$ cat src/hw/rtl/ps2mpa_pkg.sv
package ps2mpa_pkg;

  localparam int unsigned RING_DEPTH_DEF = 32;

  // Bit that must be set in the first byte of every packet
  localparam int unsigned SYNC_BIT = 3;

  localparam int unsigned BYTE_W = 8;
  localparam int unsigned PKT_W  = 3 * BYTE_W;

  localparam logic OP_FEED = 1'b0;
  localparam logic OP_READ = 1'b1;

  // Index of the next byte within a packet
  localparam logic [1:0] PHASE_FIRST = 2'd0;
  localparam logic [1:0] PHASE_LAST  = 2'd2;

  // Result flags, pkt_valid in bit 0
  typedef struct packed {
    logic packet_done;
    logic packet_dropped;
    logic byte_discarded;
    logic ring_empty;
    logic pkt_valid;
  } res_flags_t;

  typedef struct packed {
    res_flags_t       flags;
    logic [PKT_W-1:0] pkt;
  } res_t;

endpackage

$ cat src/hw/rtl/ps2mpa_ring.sv
module ps2mpa_ring #(
  parameter int unsigned RING_DEPTH = ps2mpa_pkg::RING_DEPTH_DEF,
  localparam int unsigned AW = $clog2(RING_DEPTH)
) (
  input  logic                         clk_i,
  input  logic                         we_i,
  input  logic [AW-1:0]                waddr_i,
  input  logic [ps2mpa_pkg::PKT_W-1:0] wdata_i,
  input  logic                         re_i,
  input  logic [AW-1:0]                raddr_i,
  output logic [ps2mpa_pkg::PKT_W-1:0] rdata_o
);

  logic [ps2mpa_pkg::PKT_W-1:0] mem_q [RING_DEPTH];
  logic [ps2mpa_pkg::PKT_W-1:0] rdata_q;

  always_ff @(posedge clk_i) begin
    if (we_i) begin
      mem_q[waddr_i] <= wdata_i;
    end
  end

  // Hold read data until the next read
  always_ff @(posedge clk_i) begin
    if (re_i) begin
      rdata_q <= mem_q[raddr_i];
    end
  end

  assign rdata_o = rdata_q;

endmodule

$ cat src/hw/rtl/ps2mpa_ctrl.sv
module ps2mpa_ctrl #(
  parameter int unsigned RING_DEPTH = ps2mpa_pkg::RING_DEPTH_DEF,
  localparam int unsigned AW = $clog2(RING_DEPTH),
  localparam int unsigned PW = $clog2(2 * RING_DEPTH)
) (
  input  logic                          clk_i,
  input  logic                          rst_ni,
  input  logic                          in_valid_i,
  output logic                          in_ready_o,
  input  logic                          op_i,
  input  logic [ps2mpa_pkg::BYTE_W-1:0] data_byte_i,
  output logic                          res_valid_o,
  input  logic                          res_ready_i,
  output ps2mpa_pkg::res_flags_t        res_flags_o,
  output logic                          we_o,
  output logic [AW-1:0]                 waddr_o,
  output logic [ps2mpa_pkg::PKT_W-1:0]  wdata_o,
  output logic                          re_o,
  output logic [AW-1:0]                 raddr_o
);

  localparam logic [PW-1:0] PTR_LAST = PW'(2 * RING_DEPTH - 1);
  localparam logic [PW:0]   DEPTH_X  = (PW + 1)'(RING_DEPTH);
  localparam logic [PW:0]   SPAN_X   = (PW + 1)'(2 * RING_DEPTH);

  logic [1:0]                   phase_q, phase_d;
  logic [ps2mpa_pkg::BYTE_W-1:0] part0_q, part1_q;
  logic [PW-1:0]                wr_ptr_q, wr_ptr_d, rd_ptr_q, rd_ptr_d;
  logic                         valid_q, valid_d;
  ps2mpa_pkg::res_flags_t       flags_q, flags_d;
  logic                         accept;
  logic                         ring_empty, ring_full;
  logic [PW:0]                  fill;
  logic [PW:0]                  wr_x, rd_x;
  logic [PW:0]                  wr_slot_x, rd_slot_x;
  logic                         load0, load1;

  assign in_ready_o = !valid_q || res_ready_i;
  assign accept     = in_valid_i && in_ready_o;

  assign wr_x = {1'b0, wr_ptr_q};
  assign rd_x = {1'b0, rd_ptr_q};

  // Pointers count modulo twice the depth
  assign fill       = (wr_x >= rd_x) ? (wr_x - rd_x) : (wr_x + SPAN_X - rd_x);
  assign ring_empty = (wr_ptr_q == rd_ptr_q);
  assign ring_full  = (fill >= DEPTH_X);

  assign wr_slot_x = (wr_x >= DEPTH_X) ? (wr_x - DEPTH_X) : wr_x;
  assign rd_slot_x = (rd_x >= DEPTH_X) ? (rd_x - DEPTH_X) : rd_x;
  assign waddr_o   = wr_slot_x[AW-1:0];
  assign raddr_o   = rd_slot_x[AW-1:0];
  assign wdata_o   = {data_byte_i, part1_q, part0_q};

  always_comb begin
    phase_d  = phase_q;
    wr_ptr_d = wr_ptr_q;
    rd_ptr_d = rd_ptr_q;
    flags_d  = '0;
    we_o     = 1'b0;
    re_o     = 1'b0;
    load0    = 1'b0;
    load1    = 1'b0;
    valid_d  = valid_q && !res_ready_i;
    if (accept) begin
      valid_d = 1'b1;
      if (op_i == ps2mpa_pkg::OP_READ) begin
        if (ring_empty) begin
          flags_d.ring_empty = 1'b1;
        end else begin
          flags_d.pkt_valid = 1'b1;
          re_o              = 1'b1;
          rd_ptr_d          = (rd_ptr_q == PTR_LAST) ? '0 : rd_ptr_q + 1'b1;
        end
      end else if (phase_q == ps2mpa_pkg::PHASE_FIRST
                   && !data_byte_i[ps2mpa_pkg::SYNC_BIT]) begin
        // Drop and stay at the first byte to resynchronise
        flags_d.byte_discarded = 1'b1;
      end else if (phase_q < ps2mpa_pkg::PHASE_LAST) begin
        load0   = !phase_q[0];
        load1   = phase_q[0];
        phase_d = phase_q + 2'd1;
      end else begin
        phase_d = ps2mpa_pkg::PHASE_FIRST;
        if (ring_full) begin
          flags_d.packet_dropped = 1'b1;
        end else begin
          flags_d.packet_done = 1'b1;
          we_o                = 1'b1;
          wr_ptr_d            = (wr_ptr_q == PTR_LAST) ? '0 : wr_ptr_q + 1'b1;
        end
      end
    end
  end

  always_ff @(posedge clk_i or negedge rst_ni) begin
    if (!rst_ni) begin
      phase_q  <= ps2mpa_pkg::PHASE_FIRST;
      wr_ptr_q <= '0;
      rd_ptr_q <= '0;
      valid_q  <= 1'b0;
    end else begin
      phase_q  <= phase_d;
      wr_ptr_q <= wr_ptr_d;
      rd_ptr_q <= rd_ptr_d;
      valid_q  <= valid_d;
    end
  end

  always_ff @(posedge clk_i) begin
    if (accept) begin
      flags_q <= flags_d;
    end
    if (load0) begin
      part0_q <= data_byte_i;
    end
    if (load1) begin
      part1_q <= data_byte_i;
    end
  end

  assign res_valid_o = valid_q;
  assign res_flags_o = flags_q;

`ifndef SYNTHESIS
  a_fill_bound: assert property (@(posedge clk_i) disable iff (!rst_ni)
    fill <= DEPTH_X)
    else $error("ring fill level beyond depth");

  a_one_flag: assert property (@(posedge clk_i) disable iff (!rst_ni)
    accept && !(op_i == ps2mpa_pkg::OP_FEED && phase_q < ps2mpa_pkg::PHASE_LAST
                && (phase_q != ps2mpa_pkg::PHASE_FIRST
                    || data_byte_i[ps2mpa_pkg::SYNC_BIT]))
    |=> $onehot(flags_q))
    else $error("result beat without exactly one outcome flag");

  a_ptr_idle: assert property (@(posedge clk_i) disable iff (!rst_ni)
    !accept |=> $stable(wr_ptr_q) && $stable(rd_ptr_q) && $stable(phase_q))
    else $error("ring state moved without an accepted beat");

  a_read_adv: assert property (@(posedge clk_i) disable iff (!rst_ni)
    re_o |=> rd_ptr_q != $past(rd_ptr_q) && flags_q.pkt_valid)
    else $error("packet read without pointer advance");
`endif

endmodule

$ cat src/hw/rtl/ps2mpa_skid.sv
module ps2mpa_skid (
  input  logic              clk_i,
  input  logic              rst_ni,
  input  logic              in_valid_i,
  output logic              in_ready_o,
  input  ps2mpa_pkg::res_t  in_data_i,
  output logic              out_valid_o,
  input  logic              out_ready_i,
  output ps2mpa_pkg::res_t  out_data_o
);

  ps2mpa_pkg::res_t out_q, skid_q;
  logic             out_valid_q, skid_valid_q;
  logic             take;

  assign in_ready_o = !skid_valid_q;
  assign take       = in_valid_i && !skid_valid_q;

  always_ff @(posedge clk_i or negedge rst_ni) begin
    if (!rst_ni) begin
      out_valid_q  <= 1'b0;
      skid_valid_q <= 1'b0;
    end else if (take) begin
      if (!out_valid_q || out_ready_i) begin
        out_valid_q <= 1'b1;
      end else begin
        skid_valid_q <= 1'b1;
      end
    end else if (out_valid_q && out_ready_i) begin
      out_valid_q  <= skid_valid_q;
      skid_valid_q <= 1'b0;
    end
  end

  // Load a beat into the output register, or park it in the skid slot while the output is stalled
  always_ff @(posedge clk_i) begin
    if (take) begin
      if (!out_valid_q || out_ready_i) begin
        out_q <= in_data_i;
      end else begin
        skid_q <= in_data_i;
      end
    end else if (out_valid_q && out_ready_i && skid_valid_q) begin
      out_q <= skid_q;
    end
  end

  assign out_valid_o = out_valid_q;
  assign out_data_o  = out_q;

endmodule

$ cat src/hw/rtl/ps2_mouse_packet_assembler_fifo.sv
// Channel   Direction  tdata (low bit up)                   tuser (low bit up)
// s_axis    in         data_byte[7:0]                       op
// m_axis    out        pkt_byte0, pkt_byte1, pkt_byte2      pkt_valid, ring_empty,
//                                                           byte_discarded,
//                                                           packet_dropped, packet_done
//
// One beat is taken per cycle unless the output buffer is full; results leave through it.
// Phase, pointer and ring-port updates finish in the cycle of acceptance; the
// ring read data register and the result flag register form one stage.
// A two-entry output buffer keeps s_axis taking beats while a result waits.
// Reset clears phase, pointers and valids; ring contents are not cleared.
module ps2_mouse_packet_assembler_fifo #(
  parameter int unsigned RING_DEPTH = ps2mpa_pkg::RING_DEPTH_DEF
) (
  input  logic        clk_i,
  input  logic        rst_ni,
  input  logic        s_axis_tvalid_i,
  output logic        s_axis_tready_o,
  input  logic [7:0]  s_axis_tdata_i,  // data_byte
  input  logic [0:0]  s_axis_tuser_i,  // op
  output logic        m_axis_tvalid_o,
  input  logic        m_axis_tready_i,
  output logic [23:0] m_axis_tdata_o,  // pkt_byte0, pkt_byte1, pkt_byte2
  output logic [4:0]  m_axis_tuser_o   // pkt_valid, ring_empty, byte_discarded,
                                       // packet_dropped, packet_done
);

  localparam int unsigned AW = $clog2(RING_DEPTH);

  logic                         we, re;
  logic [AW-1:0]                waddr, raddr;
  logic [ps2mpa_pkg::PKT_W-1:0] wdata, rdata;
  logic                         res_valid, res_ready;
  ps2mpa_pkg::res_flags_t       res_flags;
  ps2mpa_pkg::res_t             res, out;

  ps2mpa_ctrl #(
    .RING_DEPTH(RING_DEPTH)
  ) u_ctrl (
    .clk_i       (clk_i),
    .rst_ni      (rst_ni),
    .in_valid_i  (s_axis_tvalid_i),
    .in_ready_o  (s_axis_tready_o),
    .op_i        (s_axis_tuser_i[0]),
    .data_byte_i (s_axis_tdata_i),
    .res_valid_o (res_valid),
    .res_ready_i (res_ready),
    .res_flags_o (res_flags),
    .we_o        (we),
    .waddr_o     (waddr),
    .wdata_o     (wdata),
    .re_o        (re),
    .raddr_o     (raddr)
  );

  ps2mpa_ring #(
    .RING_DEPTH(RING_DEPTH)
  ) u_ring (
    .clk_i   (clk_i),
    .we_i    (we),
    .waddr_i (waddr),
    .wdata_i (wdata),
    .re_i    (re),
    .raddr_i (raddr),
    .rdata_o (rdata)
  );

  // Packet bytes read as zero unless this beat returned a packet
  assign res.flags = res_flags;
  assign res.pkt   = res_flags.pkt_valid ? rdata : '0;

  ps2mpa_skid u_skid (
    .clk_i       (clk_i),
    .rst_ni      (rst_ni),
    .in_valid_i  (res_valid),
    .in_ready_o  (res_ready),
    .in_data_i   (res),
    .out_valid_o (m_axis_tvalid_o),
    .out_ready_i (m_axis_tready_i),
    .out_data_o  (out)
  );

  assign m_axis_tdata_o = out.pkt;
  assign m_axis_tuser_o = out.flags;

endmodule

$ cat config.mk
export PLATFORM = sky130hd
export DESIGN_NAME = ps2_mouse_packet_assembler_fifo
export DESIGN_NICKNAME = d
export VERILOG_FILES = /design/src/hw/rtl/ps2mpa_pkg.sv /design/src/hw/rtl/ps2mpa_ring.sv /design/src/hw/rtl/ps2mpa_ctrl.sv /design/src/hw/rtl/ps2mpa_skid.sv /design/src/hw/rtl/ps2_mouse_packet_assembler_fifo.sv
export SDC_FILE = /design/constraint.sdc
export NUM_CORES = 1
export LEC_CHECK = 0
export ABC_AREA = 1
export BUFFER_PORTS_ARGS = -buffer_cell sky130_fd_sc_hd__buf_2
export CAP_MARGIN = 20
export CORE_ASPECT_RATIO = 1.25
export CORE_MARGIN = 2
export CORE_UTILIZATION = 53
export CTS_CLUSTER_SIZE = 12
export DETAILED_ROUTE_END_ITERATION = 10
export GPL_ROUTABILITY_DRIVEN = 0
export GPL_TIMING_DRIVEN = 0
export HOLD_SLACK_MARGIN = 0.02
export PLACE_DENSITY = 0.8
export SYNTH_ARGS = -nofsm -noshare
export SYNTH_HDL_FRONTEND = slang
export SYNTH_SLANG_ARGS = --single-unit
$ cat constraint.sdc
create_clock -name clk_i -period 7 [get_ports clk_i]
set_clock_uncertainty 0.1 [all_clocks]
set_input_delay 1.05 -clock clk_i [delete_from_list [all_inputs] [get_ports clk_i]]
set_output_delay 1.05 -clock clk_i [all_outputs]
set_load 0.03 [all_outputs]
* Word level (Yosys, flattened, before mapping)
Memories as Yosys holds them, arrays and structs flattened. A register that Yosys moved wholly into a read port is not among the register bits. Index checks and enable logic that the tools add are counted.
Word-level totals: register bits 96, bits in writable memories 768, output and inout bits 31, memories kept 1
Memory list:
- u_ring.mem_q | words 32, bits a word 24, read ports 1, clocked after Yosys merged registers in 1, write ports 1, RTL line ps2mpa_ring.sv:14 | logic [ps2mpa_pkg::PKT_W-1:0] mem_q [RING_DEPTH];
Cells by class: add/sub/neg operators 8, order comparisons 5, eq/ne operators 5, muxes and demuxes 38, bitwise operators 6, reduce and logical (&&, ||, !) cells 24
Operator list (number):
- 29-bit two-way mux | 3
- 1-bit two-way mux | 28
- 24-bit two-way mux | 1
- 6-bit by 1-bit adder with 6-bit output (second input constant) | 2
- 6-bit == test (second input constant) | 2
- 6-bit greater-or-equal comparator (second input constant) | 2
- 6-bit two-way mux | 2
- 5-bit two-way mux | 2
- 5-bit by 1-bit subtractor with 5-bit output (second input constant) | 2
- 2-bit AND reduction | 4
- 6-bit by 7-bit adder with 7-bit output (second input constant) | 1
- 7-bit by 6-bit greater-or-equal comparator with 1-bit output (second input constant) | 1
- 7-bit two-way mux | 1
- 6-bit by 6-bit subtractor with 7-bit output | 1
- 7-bit by 6-bit subtractor with 7-bit output | 1
- 6-bit == test | 1
- 6-bit greater-or-equal comparator | 1
- 1-bit logical AND | 6
- 1-bit NOT | 6
- 3-bit AND reduction | 2
- 1-bit logical NOT | 5
- 5-bit AND reduction | 1
- 2-bit inequality test (second input constant) | 2
- 2-bit nonzero test | 2
- other kinds (6) | 7

* Logic depth before layout (Yosys ltp)
depth after elaboration 11, depth in mapped cells 16, mapped depth without buffers 14

* Hierarchy
A second synthesis with hierarchy kept.
Second synthesis, totals: cells, all modules 3096, area total of the unflattened synthesis 36465.0 µm²
Modules (own cells, without submodules):
- ps2mpa_ring | times used 1, cells each 2665, area each 32033.2 µm²
- ps2mpa_skid | times used 1, cells each 172, area each 2264.7 µm²
- ps2mpa_ctrl | times used 1, cells each 209, area each 1964.4 µm²
- ps2_mouse_packet_assembler_fifo | times used 1, cells each 50, area each 202.7 µm²

* Worst setup path before layout
OpenSTA, ideal clock, no wires.
kind register to register, start register u_ctrl.rd_ptr_q[1], end memory u_ring.mem_q[11][0] in the netlist's numbering (enable), arrival 3232 ps, data required time 6495 ps, slack 3263 ps, stages on the path, launching flop included 16, cell sequence dfrtp_1 buf_2 inv_1 buf_2 buf_1 ha_1 nand2_1 nor2_1 o21ai_0 nand2_1 nor2_1 nand2_1 nand2_2 buf_4 nand4_2 nor2_1
On the way: longest elaborated chain between the ends 10
Ends and longest elaborated chain:
- start, declared | RTL line ps2mpa_ctrl.sv:28 | logic [PW-1:0] wr_ptr_q, wr_ptr_d, rd_ptr_q, rd_ptr_d;
- start signal, assigned | RTL line ps2mpa_ctrl.sv:105 | rd_ptr_q <= rd_ptr_d;
- 7-bit by 6-bit subtractor with 7-bit output (tied with other cells) | RTL line ps2mpa_ctrl.sv:45 | assign fill = (wr_x >= rd_x) ? (wr_x - rd_x) : (wr_x + SPAN_X - rd_x);
- 7-bit two-way mux * | RTL line ps2mpa_ctrl.sv:45
- 7-bit by 6-bit greater-or-equal comparator with 1-bit output * | RTL line ps2mpa_ctrl.sv:47 | assign ring_full = (fill >= DEPTH_X);
- 1-bit two-way mux * | RTL line ps2mpa_ctrl.sv:85 | if (ring_full) begin
- 1-bit two-way mux * | RTL line ps2mpa_ctrl.sv:79 | end else if (phase_q < ps2mpa_pkg::PHASE_LAST) begin
- 1-bit two-way mux * | RTL line ps2mpa_ctrl.sv:75 | end else if (phase_q == ps2mpa_pkg::PHASE_FIRST
- 1-bit two-way mux * | RTL line ps2mpa_ctrl.sv:67 | if (op_i == ps2mpa_pkg::OP_READ) begin
- 1-bit two-way mux * | RTL line ps2mpa_ctrl.sv:65 | if (accept) begin
- 1-bit two-way mux * | RTL line ps2mpa_ring.sv:18 | if (we_i) begin
- 1-bit two-way mux (not written as such) * | RTL line ps2mpa_ring.sv:19 | mem_q[waddr_i] <= wdata_i;
- end, declared | RTL line ps2mpa_ring.sv:14
Mark *: on every way between the ends. The rest lies on a longest branch, timed or not.

* Worst setup path in the final report
start register u_ctrl.rd_ptr_q[1], end memory u_ring.mem_q[28][13] in the netlist's numbering (enable)
Same word-level chain as after synthesis.

==> impl_metrics.ini <==
[sta]
rsz0062_at_grt = false
max_slew_margin_pct = 19.0
period_needed_ns = 5.62
setup_viol = 0
drv_slew = 0
hold_violations = 0
finalWorstSetupSlack_ns = 1.38
fin_crit_sh_pct = 80.3
setup-tns-final_ns = 0
tightest_slew_ns = 1.21
fmax_ghz = 0.178

[die]
die_w_microns = 234
die_y_microns = 292
pin_count = 44
initial_core_util_pct = 53.5
die-area_sq_um = 68400
fp.coreArea_sq_um = 65700
num_rows = 105

[clocking]
h-tree-depth = 3
clockBufferDepth = 3
worstSkewPairLatency_ns = 0.65
cts-root-buf = clkbuf_16
path_clk_slew_ns = 0.07
ctsResizeCount = 0
cts_setup_buffers = 0
cts_tree = built
numCtsBuffers = 85
cts_hold_buf = 0
clock-sinks = 888

[synthesis]
synthSimpleGateAreaFrac_pct = 9.97
synth_ff_type = edfxtp_1
synth.area.mux_share_pct = 0
synth_top_area_share_pct = 74.4
synth_edf_count = 871
postSynthAreaPerCell_sq_um = 12.9
netlist_top_cells_area = edfxtp_1, nor2_1, o21ai_0
yosys.area.top_type = edfxtp_1
synth_fa_ha_area_share_pct = 0.484
synth_seq_cells = 888
syn_inst = 2722
synth_top_family_by_area = compound AO/OA/AOI/OAI gates
synth_compound_gate_area_share_pct = 10.5
ys_seq_area_share_pct = 75.6
synth_area_sq_um = 35100
yosysWarnings = 0
async_reset_ff_share_pct = 1.91
synth.distinct_cells = 30
syn-num-nets = 2748
synthXorXnorAreaFrac_pct = 0.0997

[cells_and_area]
regArea_sq_um = 26600
multi_input_comb_area_sq_um = 7650
stdcell_area_sq_um = 39500
nets = 2898
final_core_util_pct = 60.1
drive_gt1_share_pct = 8.43
area_delta_synth_final_pct = 12.3
fillCellCount = 4595

[place]
dpl_cell_area_sq_um = 37000
port_buffers = 43
dpl_worst_slack_ns = 1.74
dp_hpwl_microns = 67000

[setup_path]
cp_data_arrival_time_ns = 5.78
cp-start-kind = flip-flop
endpoint_kind = flip-flop
crit_type = reg2reg
cp_data_required_time_ns = 7.15
critPathMaxFanout = 24

[global_route]
grt_pass1_vias = 24204
gr-total-overflow = 0
use_met1_pct = 34.7
grt.busiest_layer = met2
met3_usage_pct = 9.16
grt_pass1_wl_microns = 149000
antenna_found_initial = 3
grtUsageTotal_pct = 30.2
grt_start_max_net_pins = 37
use_met2_pct = 47.7

[status]
status = finished with violations
violations = DRC

[drt]
drc = 2
vias = 24583
drt_iter0_drc = 4376
wire_per_inst_microns = 27.7
first_pass_iters = 11
vias_per_cell = 6.55
final_antenna_net_count = 0
routed_wl_microns = 104000

[pwr]
ir_worst_vdd_mv = 0.233
power_mw = 16.1
power.leakage_nw = 13.2
power.density_nw_per_um2 = 408

[worst_hold_path]
hold_class = in2async

[run]
cap_violations = 0
## where the power goes
| part | internal [mW] | switching (mW) |
|---|---|---|
| combinational | 1.41 | 4.24 |
| clock | 2.27 | 1.85 |
| sequential | 6.19 | 0.140 |
| total | 9.87 | 6.23 |
## routing by layer
layer / share of wire (%) / vias up
met4: 8.5 / 4
li1: - / 10165
met3: 14 / 554
met2: 47 / 2185
met1: 31 / 11675
met5: 0.16 / -
## flip-flops by register name, indices dropped and copies added, names as in the netlist
| name | flops |
|---|---|
| u_ctrl.part0_q | 8 |
| u_ctrl.part1_q | 8 |
| u_ctrl.phase_q | 2 |
| u_ctrl.rd_ptr_q | 6 |
| u_ctrl.res_flags_o | 5 |
| u_ctrl.res_valid_o | 1 |
| u_ctrl.wr_ptr_q | 6 |
| u_ring.mem_q | 768 |
| u_ring.rdata_o | 24 |
| u_skid.out_data_o | 29 |
| u_skid.out_valid_o | 1 |
| u_skid.skid_q | 29 |
| u_skid.skid_valid_q | 1 |
## final cells by class
type,count,share of cell area [%]
Antenna cell,1,0.00634
Sequential cell,888,67.3
Clock inverter,7,0.158
Inverter,93,0.884
Multi-Input combinational cell,1571,19.4
Timing Repair Buffer,63,1.74
Buffer,170,2.01
Tap cell,856,2.71
Clock buffer,103,5.77
## Yosys cell counts (all sizes together), types with 3 or more instances
cell,number
xor2,4
clkinv,3
ha,12
or2,6
dfrtp,17
buf,56
nand3,54
nand2,284
inv,90
o21ai,440
clkbuf,114
nand4,27
o211ai,83
nor2,512
o22ai,94
nor3,5
o221ai,14
a21oi,33
edfxtp,871
## worst max-delay path: stages, from the launching register on
cell	delay, ns
dfrtp_1	0.44
buf_2	0.21
inv_1	0.12
buf_2	0.39
buf_1	0.83
ha_1	0.41
nand2_1	0.10
nor2_1	0.05
o21ai_0	0.18
nand2_1	0.08
nor2_1	0.08
nand2_1	0.06
nand2_2	0.13
nand4_1	0.80
nor2_4	1.16
## worst paths after layout
kind	slack, ns	startpoint	end	cells past startpoint
hold reg to reg	0.36	u_ctrl.res_flags_o[2]	u_skid.skid_q[26]	0
setup / recovery	1.38	u_ctrl.rd_ptr_q[1]	u_ring.mem_q[28][13]	14
setup reg to reg	1.38	u_ctrl.rd_ptr_q[1]	u_ring.mem_q[28][13]	14
max in group asynchronous	6.26	rst_ni	u_ctrl.wr_ptr_q[0]	1
hold / removal	0.23	rst_ni	u_ctrl.rd_ptr_q[2]	1
min in group clk_i	0.36	u_ctrl.res_flags_o[2]	u_skid.skid_q[26]	0
## kinds of logic after synthesis
group                    count (synthesis)
AND/OR/NAND/NOR                        889
buffers and inverters                  263
flip-flops                             888
XOR/XNOR                                 4
AO/OA/AOI/OAI                          665
adder cells (fa/ha/maj)                 13
## cell usage in the layout (no fill, tap or decap), types with 2 or more instances in the layout
cell	instances
buf_4	7
nand2_1	283
o22ai_1	94
clkbuf_1	128
buf_16	13
a21oi_1	33
dfrtp_1	17
buf_6	11
o211ai_1	83
edfxtp_1	871
nor3_1	5
clkinv_1	4
o21ai_1	61
nor2_4	31
nand3_1	54
o21ai_0	379
nor2_1	480
xor2_1	4
ha_1	12
inv_6	2
inv_2	2
clkbuf_16	89
o221ai_1	14
buf_2	68
or2_2	6
buf_12	3
inv_1	88
buf_8	5
buf_1	12
clkinv_2	2
nand4_1	26
## per-stage QoR
stage,std cells,hold WS (ns)
2_1_floorplan,2722,0.324
3_3_place_gp,3621,0.334
3_5_place_dp,3635,0.348
4_1_cts,3745,0.240
5_1_grt,3751,0.261
6_report,3752,0.231
Power figures use the tool's default switching activity.
